<file path="src/rtl/rvm_pkg.sv">
`default_nettype none
// ----------------------------------------------------------------------------
// rvm_pkg
// Shared opcodes, status codes and controller/datapath command types.
// ----------------------------------------------------------------------------
package rvm_pkg;

  localparam int MemBytesDefault = 65536;

  localparam logic [2:0] ST_OK    = 3'd0;
  localparam logic [2:0] ST_FAULT = 3'd1;
  localparam logic [2:0] ST_BADFN = 3'd2;
  localparam logic [2:0] ST_BADOP = 3'd3;
  localparam logic [2:0] ST_CALL  = 3'd4;

  localparam logic [1:0] OP_LOAD = 2'd0;
  localparam logic [1:0] OP_SETPC = 2'd1;
  localparam logic [1:0] OP_EXEC = 2'd2;

  localparam logic [7:0] I_NOP = 8'd0, I_LOAD = 8'd1, I_EXT = 8'd2, I_W8 = 8'd3,
    I_R8 = 8'd4, I_W16 = 8'd5, I_R16 = 8'd6, I_W32 = 8'd7, I_R32 = 8'd8,
    I_SWAP = 8'd9, I_MOVE = 8'd10, I_MOVEIF = 8'd11, I_MOVEIFZ = 8'd12,
    I_STOP = 8'd13, I_LSH = 8'd14, I_RSH = 8'd15, I_SSH = 8'd16, I_AND = 8'd17,
    I_OR = 8'd18, I_XOR = 8'd19, I_NEG = 8'd20, I_INCR = 8'd21, I_DECR = 8'd22,
    I_INCR4 = 8'd23, I_DECR4 = 8'd24, I_ADD = 8'd25, I_SUB = 8'd26,
    I_MUL = 8'd27, I_DIV = 8'd28, I_OUT = 8'd29, I_IN = 8'd30;

  // Commands from the controller to the datapath.
  typedef struct packed {
    logic       mem_rd;     // read byte at mem_addr, data next cycle
    logic       mem_wr;     // write wr_byte at mem_addr
    logic [1:0] addr_sel;   // 0 load_addr, 1 pc+k, 2 base+k
    logic [1:0] k;          // byte offset
    logic [1:0] wr_sel;     // 0 load_byte, 1 byte k of wdata word
    logic [1:0] cap;        // capture read byte: 0 none,1 opcode,2 A,3 B
    logic       cap_c;      // capture C index
    logic       cap_word;   // shift read byte into word register
    logic       clr_word;
    logic       cap_in;     // latch the console character of an accepted beat
    logic       rd_ops;     // latch register operands
    logic       set_pc;
    logic       pc_adv;     // pc += 4
    logic       div_start;
    logic       write_a;    // write alu result into R[A]
    logic       write_b_swap;
    logic       write_rem;
    logic       set_base;   // base <- address for memory ops
  } rvm_cmd_t;

  typedef struct packed {
    logic [7:0] opcode;
    logic       fetch_ok;
    logic       addr_ok;    // access at base with the current opcode's size
    logic       ext_ok;
    logic       vc_zero;
    logic       div_done;
  } rvm_sts_t;

endpackage
`default_nettype wire

</file>
<file path="src/rtl/rvm_ctrl.sv">
`default_nettype none
// ----------------------------------------------------------------------------
// rvm_ctrl
// Sequencer: fetch four bytes, read operands, run the opcode, report.
// ----------------------------------------------------------------------------
module rvm_ctrl import rvm_pkg::*; (
  input  wire logic       clk,
  input  wire logic       rst,
  input  wire logic       start,
  input  wire logic [1:0] op,
  input  wire rvm_sts_t   sts,
  output rvm_cmd_t        cmd,
  output logic            busy,
  output logic            done,
  output logic [2:0]      status,
  output logic            out_valid,
  output logic            call_valid,
  output logic            stopped
);
  localparam logic [3:0] S_IDLE = 4'd0, S_FETCH = 4'd1, S_OPS = 4'd2,
    S_DISP = 4'd3, S_MEM = 4'd4, S_MULW = 4'd5, S_DIVW = 4'd6, S_MEMW = 4'd7;

  logic [3:0] state, state_next;
  logic [2:0] cnt, cnt_next;
  logic [7:0] opc;
  logic [2:0] nbytes;
  logic       is_wr;

  assign opc = sts.opcode;
  assign busy = state != S_IDLE;
  assign is_wr = opc == I_W8 || opc == I_W16 || opc == I_W32;
  always_comb begin
    unique case (opc)
      I_W8, I_R8:   nbytes = 3'd1;
      I_W16, I_R16: nbytes = 3'd2;
      default:      nbytes = 3'd4;
    endcase
  end

  logic       fin;
  logic [2:0] fin_st;
  logic       fin_ov, fin_call, set_stop, clr_stop;

  always_comb begin
    cmd = '0;
    state_next = state;
    cnt_next = cnt;
    fin = 1'b0;
    fin_st = ST_OK;
    fin_ov = 1'b0;
    fin_call = 1'b0;
    set_stop = 1'b0;
    clr_stop = 1'b0;
    unique case (state)
      S_IDLE: begin
        if (start) begin
          if (op == OP_LOAD) begin
            cmd.mem_wr = 1'b1;
            fin = 1'b1;
          end else if (op == OP_SETPC) begin
            cmd.set_pc = 1'b1;
            clr_stop = 1'b1;
            fin = 1'b1;
          end else if (op == OP_EXEC) begin
            cmd.cap_in = 1'b1;
            state_next = S_FETCH;
            cnt_next = '0;
          end else begin
            fin = 1'b1;
          end
        end
      end
      S_FETCH: begin
        // Byte k is requested at count k and captured in the next cycle.
        if (cnt == 3'd0 && !sts.fetch_ok) begin
          fin = 1'b1;
          fin_st = ST_FAULT;
          state_next = S_IDLE;
        end else begin
          cmd.addr_sel = 2'd1;
          cmd.k = cnt[1:0];
          cmd.mem_rd = cnt < 3'd4;
          cmd.cap = (cnt == 3'd1) ? 2'd1 : (cnt == 3'd2) ? 2'd2 :
              (cnt == 3'd3) ? 2'd3 : 2'd0;
          cmd.cap_c = cnt == 3'd4;
          cnt_next = cnt + 3'd1;
          if (cnt == 3'd4) begin
            cmd.pc_adv = 1'b1;
            state_next = S_OPS;
          end
        end
      end
      S_OPS: begin
        cmd.rd_ops = 1'b1;
        state_next = S_DISP;
      end
      S_DISP: begin
        state_next = S_IDLE;
        fin = 1'b1;
        unique case (opc)
          I_NOP: ;
          I_EXT: begin
            if (sts.ext_ok) begin
              fin_st = ST_CALL;
              fin_call = 1'b1;
            end else begin
              fin_st = ST_BADFN;
            end
          end
          I_LOAD, I_W8, I_R8, I_W16, I_R16, I_W32, I_R32: begin
            cmd.set_base = 1'b1;
            cmd.clr_word = 1'b1;
            fin = 1'b0;
            state_next = S_MEMW;
          end
          I_SWAP: begin
            cmd.write_b_swap = 1'b1;
            fin = 1'b0;
            state_next = S_MULW;
          end
          I_MOVEIF: cmd.write_a = !sts.vc_zero;
          I_MOVEIFZ: cmd.write_a = sts.vc_zero;
          I_STOP: set_stop = 1'b1;
          I_MUL: begin
            fin = 1'b0;
            state_next = S_MULW;
          end
          I_DIV: begin
            if (sts.vc_zero) begin
              fin_st = ST_FAULT;
            end else begin
              cmd.div_start = 1'b1;
              fin = 1'b0;
              state_next = S_DIVW;
            end
          end
          I_OUT: fin_ov = 1'b1;
          I_MOVE, I_LSH, I_RSH, I_SSH, I_AND, I_OR, I_XOR, I_NEG, I_INCR,
          I_DECR, I_INCR4, I_DECR4, I_ADD, I_SUB, I_IN: cmd.write_a = 1'b1;
          default: fin_st = ST_BADOP;
        endcase
      end
      S_MEMW: begin
        // base is now latched; check the range before any access.
        cnt_next = '0;
        if (!sts.addr_ok) begin
          fin = 1'b1;
          fin_st = ST_FAULT;
          state_next = S_IDLE;
        end else begin
          state_next = S_MEM;
        end
      end
      S_MEM: begin
        cmd.addr_sel = 2'd2;
        cmd.k = cnt[1:0];
        cnt_next = cnt + 3'd1;
        if (is_wr) begin
          cmd.mem_wr = 1'b1;
          cmd.wr_sel = 2'd1;
          if (cnt + 3'd1 == nbytes) begin
            fin = 1'b1;
            state_next = S_IDLE;
          end
        end else begin
          cmd.mem_rd = cnt < nbytes;
          cmd.cap_word = cnt != 3'd0;
          if (cnt == nbytes) begin
            cmd.write_a = 1'b1;
            cmd.pc_adv = opc == I_LOAD;
            fin = 1'b1;
            state_next = S_IDLE;
          end
        end
      end
      S_MULW: begin
        // Product register settles in the cycle after the operands; swap ends here.
        cmd.write_a = 1'b1;
        fin = 1'b1;
        state_next = S_IDLE;
      end
      S_DIVW: begin
        if (sts.div_done) begin
          cmd.write_rem = 1'b1;
          cmd.write_a = 1'b1;
          fin = 1'b1;
          state_next = S_IDLE;
        end
      end
      default: state_next = S_IDLE;
    endcase
  end

  always_ff @(posedge clk) begin
    if (rst) begin
      state <= S_IDLE;
      cnt <= '0;
      done <= 1'b0;
      status <= ST_OK;
      out_valid <= 1'b0;
      call_valid <= 1'b0;
      stopped <= 1'b0;
    end else begin
      state <= state_next;
      cnt <= cnt_next;
      done <= fin;
      status <= fin_st;
      out_valid <= fin_ov;
      call_valid <= fin_call;
      if (set_stop) stopped <= 1'b1;
      if (clr_stop) stopped <= 1'b0;
    end
  end

  a_done_idle: assert property (@(posedge clk) disable iff (rst)
    done |-> $past(fin)) else $error("done without finish");
  a_one_out: assert property (@(posedge clk) disable iff (rst)
    !(out_valid && call_valid)) else $error("out and call together");
  a_busy_start: assert property (@(posedge clk) disable iff (rst)
    (start && !busy && op == OP_EXEC) |=> busy) else $error("exec not started");
endmodule
`default_nettype wire

</file>
<file path="config.mk">
export PLATFORM = sky130hd
export DESIGN_NAME = rvm_ctrl
export DESIGN_NICKNAME = d
export VERILOG_FILES = /design/src/rtl/rvm_pkg.sv /design/src/rtl/rvm_ctrl.sv
export SDC_FILE = /design/constraint.sdc
export NUM_CORES = 1
export LEC_CHECK = 0
export BUFFER_PORTS_ARGS = -buffer_cell sky130_fd_sc_hd__buf_2
export CAP_MARGIN = 5
export CORE_ASPECT_RATIO = 0.9
export CORE_MARGIN = 1.5
export CORE_UTILIZATION = 50
export DETAILED_ROUTE_END_ITERATION = 16
export MAX_ROUTING_LAYER = met4
export PLACE_DENSITY = 0.8
export SKIP_LAST_GASP = 1
export SYNTH_ARGS = -nofsm -noshare
export SYNTH_HDL_FRONTEND = slang
export SYNTH_SLANG_ARGS = --single-unit
</file>
<file path="constraint.sdc">
create_clock -name clk -period 2.6 [get_ports clk]
set_input_delay 0.52 -clock clk [delete_from_list [all_inputs] [get_ports clk]]
set_output_delay 0.52 -clock clk [all_outputs]
set_load 0.01 [all_outputs]
</file>
* Yosys cells after proc, flatten, opt, wreduce, memory -nomap -nowiden *
Index checks and enable logic that the tools add are counted.

storage, ports and cells
  register bits after elaboration = 14
  input bits = 18
  word-level logic and storage cells = 178

operators by class
  add/subtract/negate cells = 1
  magnitude comparators = 2
  equal/unequal tests = 54
  multiplexer cells = 88
  bitwise logic cells = 2
  reductions and logical operators = 24

operator list
  operator                                              number
  equality test 8 x 5 -> 1 bit (second input constant)  15
  equality test 8 x 4 -> 1 bit (second input constant)  8
  two-way mux 1 bit                                     50
  two-way mux 4 bit                                     10
  two-way mux 3 bit                                     11
  equality test 8 x 3 -> 1 bit (second input constant)  4
  OR reduction 29 bit                                   1
  one-hot mux 4 bit (7 select lines)                    1
  one-hot mux 3 bit (3 select lines)                    3
  equality test 4 x 3 -> 1 bit (second input constant)  4
  equality test 8 x 2 -> 1 bit (second input constant)  2
  OR reduction 15 bit                                   1
  != test 2 bit (second input constant)                 6
  one-hot mux 3 bit (4 select lines)                    1
  OR reduction 2 bit                                    5
  != test 3 bit (second input constant)                 3
  OR reduction 9 bit                                    1
  equality test 4 x 2 -> 1 bit (second input constant)  2
  equality test 8 x 1 -> 1 bit (second input constant)  1
  zero test 8 bit                                       1
  one-hot mux 1 bit (2 select lines)                    4
  one-hot mux 4 bit (2 select lines)                    1
  AND reduction 8 bit                                   1
  nonzero test 4 bit                                    2
  other kinds (26)                                      33

* Depth between registers and ports, before layout *
Gate-level depths: netlist of the first run.

  depth in word-level cells = 7
  depth in mapped cells = 11
  mapped depth without buffers = 10

* Least setup slack after synthesis of the first run *
No wires, ideal clock.

  kind = input to output
  start = input port sts[8] (netlist name)
  end = output port cmd[21] (netlist name)
  arrival time = 2084 ps
  required time = 2080 ps
  path slack = -4 ps
  stages on the path = 8
  path buffers = 1
  cell sequence = buf_2 > or2b_2 > a21oi_2 > nand2_1 > ha_1 > nor2b_1 > o21a_1 > o32ai_1

RTL lines
  what         line            text
  from (decl)  rvm_ctrl.sv:11  input wire rvm_sts_t sts,
  to (decl)    rvm_ctrl.sv:12  output rvm_cmd_t cmd,

==> results of run 1 <==
## worst max-delay path, cell delays in order
cell and delay, ns:
buf_2 0.18, nand2_1 0.14, xor2_1 0.19, nor2_2 0.06, ha_1 0.31, nand3_2 0.12
o31ai_1 0.32, buf_2 0.19
## logic make-up (layout without fill, tap and decap cells)
group                    after synthesis  after routing  share of synthesized area [%]
AO/OA/AOI/OAI                         50             50                          27.95
XOR/XNOR                               3              3                          1.894
adder cells (fa/ha/maj)                8              8                          7.214
buffers and inverters                 25             77                          9.287
flip-flops                            13             13                          18.76
multiplexers                           1              1                         0.7214
other                                  1              1                         0.2703
AND/OR/NAND/NOR                       85             85                          33.90
## Yosys cell counts (5+ instances only)
library cell / instances
ha_1: 8
o21ai_0: 7
nor3_1: 6
nor2_1: 17
nor4_1: 5
nand2b_1: 5
inv_1: 12
nand2_1: 18
buf_2: 7
dfxtp_1: 13
nor2b_1: 5
nand3_1: 7
a21oi_1: 8
## layout by cell type, fill, tap and decap left out, types with 5 or more instances in the layout
cell type / n
buf_2: 46
nand2_1: 17
nor2_1: 16
buf_4: 15
inv_1: 12
dfxtp_1: 12
a21oi_1: 8
ha_1: 7
nand3_1: 6
nor3_1: 6
o21ai_0: 6
nor2b_1: 5
nor4_1: 5
## power groups by stage
stage                     Combinational (mW)  Sequential (mW)  Clock [mW]
after detailed placement               0.122            0.209           0
after global placement                 0.122            0.209           0
after global routing                   0.145            0.205       0.146
final                                  0.132            0.205       0.136
after CTS                              0.124            0.204       0.134
after floorplan                       0.0782            0.209           0
## stage by stage
step,hold slack (ns),std cells,setup TNS (ns),area (sq um)
finish,0.5124,266,0,1775
global route,0.5523,266,-0.05057,1775
CTS,0.5200,266,0,1715
detailed placement,0.5070,261,0,1682
global placement,0.4945,261,0,1682
floorplan,0.5249,186,0,1395
## repair_timing
action | CTS | global route
gates resized for setup | 0 | 12
buffers inserted | 1 | 0
setup endpoints to repair | 1 | 6
pin swaps | 0 | 2
## area by class of cell
| cell class | count | area, sq um |
|---|---|---|
| Sequential cell | 13 | 261.5 |
| Timing Repair Buffer | 61 | 342.8 |
| Multi-Input combinational cell | 148 | 1065 |
| Fill cell | 238 | 755.7 |
| Tap cell | 28 | 35.03 |
| Inverter | 12 | 45.04 |
| Clock buffer | 4 | 26.28 |
## flip-flops by register name (all words and copies together) (netlist names)
signal and flops:
call_valid 1, cnt 3, done 1, out_valid 1, state 3, status 3
stopped 1
## layer usage
layer	up-vias	global-route usage (%)	part of all wire, %
met1	733	33.82	45
met3	10	3.423	5.2
met5	-	-	0
met2	60	40.64	48
li1	785	-	-
met4	0	12.02	1.7
## how the worst min path moves through the flow
stage / cells past startpoint / slack [ns] / startpoint / end
detailed placement: 2 / 0.51 / stopped / stopped
floorplan: 2 / 0.52 / stopped / stopped
finish: 2 / 0.51 / stopped / stopped
CTS: 2 / 0.52 / stopped / stopped
global route: 2 / 0.55 / stopped / stopped
global placement: 2 / 0.49 / stopped / stopped
==> impl_metrics.csv, run 1 <==
group,metric,value,unit
floorplanning,die_h,52.98,um
route,viasPerCell,5.970,
route,vias,1588,
global_route,grt_overflow,0,
route,wl,3897,um
floorplanning,die_w,58.53,um
global_route,grt_pass1_vias,1365,
global_route,grtUsageTotal,26.16,%
timing,post-route-period-util,98.13,%
worst_setup_path,cp-end-kind,"output pin",
run_status,status,"finished clean",
worst_setup_path,worstSetupStartpoint,"sts[5]",
synthesis,synthDominantCellAreaShare,18.76,%
worst_setup_path,path_max_fanout,8,
clock_tree,cts_max_level,1,
power,comb_power_share,28.0,%
worst_setup_path,cp.required,2.08,ns
worst_setup_path,cp_data_arrival_time,2.03,ns
timing,slew_violations,0,
synthesis,syn_area_per_cell,7.460,sq um
power,power_frac_clock,28.8,%
clock_tree,root_buffer,"clkbuf_4",
clock_tree,cts_buffers,3,
worst_setup_path,reg2reg_from,"cnt[2]",
floorplanning,core_region_area,2531,sq um
floorplanning,dieArea,3101,sq um
synthesis,ys_seq_area_share,18.76,%
timing,min_period,2.551,ns
worst_setup_path,cp-start-kind,"input port",
placement,post-place-ws,0.009216,ns
route,drt-pass1-iter-count,4,
synthesis,synth_area_leaders,"dfxtp_1, ha_1, nand2_1",
worst_setup_path,criticalPathCategory,"in -> out",
clock_tree,clk_path_buf_depth,2,
timing,skew,0.01524,ns
clock_tree,cts_tree,"done",
power,p_leak,0.8343,nW
global_route,grt_max_degree,16,
synthesis,synth_cells,186,
synthesis,ys_types,60,
clock_tree,insertion_delay,0.29,ns
finish,drive_gt1_share,37.39,%
synthesis,syn_area,1388,sq um
synthesis,synth_edf_count,0,
route,drt-wirelength-per-cell,14.65,um
route,drt_iter0_drc,68,
synthesis,synth-seq-cells,13,
timing,max_freq,392.0,MHz
power,power_frac_seq,43.2,%
global_route,antenna_found_initial,0,
power,p_sw,0.1535,mW
placement,place.gp.congestion,0.8983,
route,post-route-drc-count,0,
floorplanning,ios,48,
synthesis,synth.largest_area_cell,"dfxtp_1",
floorplanning,rows,17,
clock_tree,holdBufCountCts,0,
timing,fin_ws,0.04869,ns
route,drtAntennaViolNets,0,
finish,fin_nets,265,
power,intPower,0.3199,mW
timing,hold_violations,0,
worst_setup_path,reg2reg_slack,0.46,ns
hold_path,hold_class,"reg -> reg",
synthesis,yosys_warnings,0,
worst_setup_path,cp-endpoint,"cmd[5]",
finish,final_core_util,70.14,%
finish,synthToLayoutAreaGrowth,27.95,%
synthesis,postSynth.asyncResetShare,0,%
global_route,grt_pass1_wl,6058,um
timing,finalSetupViolCount,0,
run,maxCapViolations,0,
placement,dp_hpwl,2973,um
synthesis,synth_fp_nets,212,
floorplanning,start_util,54.82,%
clock_tree,path_clk_slew,0.08,ns
power,power,0.4734,mW
finish,diodes,0,
timing,grt_setup_unrepaired,"yes",
power,p_per_area,266.6,nW/um^2
power,peakVddDrop,198.4,uV
placement,port-buffer-count,46,
power,switching_share,32.43,%
synthesis,ys.flop_type,"dfxtp_1",
worst_setup_path,reg2reg_depth,6,
worst_setup_path,reg2reg_to,"done",
clock_tree,cts.sinks,13,
Note: power is estimated with default switching activity, not from simulation.
==> run 2: changes to the inputs <==
--- a/config.mk
+++ b/config.mk
@@ -9,10 +9,10 @@
 export CAP_MARGIN = 5
 export CORE_ASPECT_RATIO = 0.9
 export CORE_MARGIN = 1.5
-export CORE_UTILIZATION = 50
+export CORE_UTILIZATION = 45
 export DETAILED_ROUTE_END_ITERATION = 16
 export MAX_ROUTING_LAYER = met4
-export PLACE_DENSITY = 0.8
+export PLACE_DENSITY = 0.76
 export SKIP_LAST_GASP = 1
 export SYNTH_ARGS = -nofsm -noshare
 export SYNTH_HDL_FRONTEND = slang
==> constraint.sdc (replaced) <==
create_clock -name clk -period 2.28 [get_ports clk]
set_input_delay 0.456 -clock clk [delete_from_list [all_inputs] [get_ports clk]]
set_output_delay 0.456 -clock clk [all_outputs]
set_load 0.01 [all_outputs]
==> impl_metrics.csv, run 2 (synthesis results as in run 1) <==
group,metric,value,unit
run_status,status,"complete, but fails checks",
run_status,violations,"negative setup slack",
global_route,grt_pass1_wl,6258,um
clock_tree,path_clk_slew,0.08,ns
worst_setup_path,cp_top_family,"compound AO/OA/AOI/OAI gates",
power,p_leak,0.9127,nW
floorplanning,die_h,55.68,um
route,drt-wirelength-per-cell,13.67,um
placement,port-buffer-count,46,
finish,final_common_cell,"buf_2",
timing,grt_setup_unrepaired,"yes",
timing,skew,0.01050,ns
hold_path,worstHoldEndpoint,"cnt[2]",
finish,layout_common_cells,"buf_2, buf_4, nor2_1, nand2_1, inv_1",
finish,drive_gt1_share,45.02,%
finish,diodes,0,
worst_setup_path,critical_path_buf_inv_count,2,
floorplanning,start_util,48.90,%
power,power,0.5561,mW
timing,slew_violations,0,
worst_setup_path,criticalPathCategory,"in -> out",
route,vias,1628,
clock_tree,cts_max_level,1,
worst_setup_path,cp_data_arrival_time,1.94,ns
worst_setup_path,reg2reg_from,"cnt[2]",
worst_setup_path,cp-start-kind,"input port",
worst_setup_path,max_stage_delay,0.26,ns
global_route,grt_pass1_vias,1394,
clock_tree,clk_path_buf_depth,2,
timing,post-route-period-util,104.9,%
route,drt_iter0_drc,64,
worst_setup_path,cp-end-kind,"output pin",
clock_tree,cts_buffers,3,
floorplanning,dieArea,3426,sq um
route,wl,3978,um
floorplanning,rows,18,
worst_setup_path,cp.required,1.82,ns
clock_tree,cts_tree,"done",
worst_setup_path,reg2reg_to,"done",
floorplanning,ios,48,
power,p_per_area,279.0,nW/um^2
worst_setup_path,worstPathCellList,"buf_6, or2b_4, a21oi_4, nand2_2, ha_4, nor2b_1, o21a_1, o32ai_2, buf_2",
hold_path,hold_path_depth,2,
route,drtAntennaViolNets,0,
floorplanning,core_region_area,2838,sq um
finish,synthToLayoutAreaGrowth,43.64,%
floorplanning,die_w,61.54,um
placement,place.gp.congestion,0.8705,
hold_path,worst_hold_startpoint,"rst",
timing,fin_ws,-0.1114,ns
power,peakVddDrop,292.1,uV
worst_setup_path,reg2reg_slack,0.40,ns
run,maxCapViolations,0,
timing,hold_ws,0.4876,ns
worst_setup_path,reg2reg_depth,6,
finish,fin_nets,278,
route,viasPerCell,5.595,
timing,min_period,2.391,ns
worst_setup_path,path_max_fanout,2,
placement,dp_hpwl,3002,um
clock_tree,cts.sinks,13,
clock_tree,root_buffer,"clkbuf_4",
global_route,grt_max_degree,16,
route,post-route-drc-count,0,
global_route,grtUsageTotal,24.02,%
hold_path,hold_class,"in -> reg",
clock_tree,insertion_delay,0.29,ns
worst_setup_path,slowest_stage,"or2b_4",
timing,hold_violations,0,
global_route,antenna_found_initial,0,
global_route,grt_overflow,0,
finish,final_core_util,70.24,%
finish,reg_top3,"cnt x3, state x3, status x3",
timing,max_freq,418.2,MHz
route,drt-pass1-iter-count,4,
timing,finalSetupViolCount,3,
==> run 2: worst register-to-register path, stage by stage (launching register included) <==
cell and delay, ns:
dfxtp_1 0.43, inv_1 0.12, ha_1 0.36, xnor2_1 0.14, a211oi_1 0.31, nand4_1 0.15
a311oi_2 0.29
==> run 2: worst max path at each step <==
stage / to / slack, ns / start / cells after the start
after detailed placement: cmd[21] / -0.23 / sts[8] / 9
after global routing: cmd[21] / -0.19 / sts[8] / 9
after CTS: cmd[21] / -0.19 / sts[8] / 9
after floorplan: cmd[21] / -0.11 / sts[8] / 8
after global placement: cmd[21] / -0.19 / sts[8] / 9
final: cmd[21] / -0.11 / sts[8] / 9
==> run 2: power by group <==
part | switching (mW) | internal [mW] | total [mW]
sequential | 0.00346 | 0.229 | 0.232
combinational | 0.0916 | 0.0852 | 0.177
clock | 0.0788 | 0.0681 | 0.147
==> run 2: per-stage QoR <==
stage                     cells  setup slack, ns  TNS, ns  instance area, sq um
final                       291          -0.1114  -0.1958                  1993
after global routing        291          -0.1868  -0.3909                  1993
after CTS                   290          -0.1918  -0.4028                  1853
after detailed placement    284          -0.2286  -0.5135                  1790
after global placement      284          -0.1908  -0.3697                  1790
after floorplan             186          -0.1120  -0.1133                  1406
==> run 2: cell type report <==
cell class,count,area [sq um]
inverter,12,45.04
fill,245,844.6
clock buffer,4,26.28
timing repair buffer,74,486.7
tap,40,50.05
sequential,13,266.5
multi-input combinational,148,1119
==> run 2: metal layers <==
metal	global-route usage, %	up-vias	share of wire (%)
met2	34.89	66	47
met1	34.89	748	46
met4	4.559	0	0.85
li1	-	810	-
met3	4.186	4	6.4
met5	-	-	0
==> run 2: what timing repair did <==
item | 4_1_cts | 5_1_grt
resized for setup | 6 | 35
setup buffers | 2 | 1
hold buffers | 0 | 0
pin swaps | 2 | 8
endpoints found under the setup margin | 7 | 13
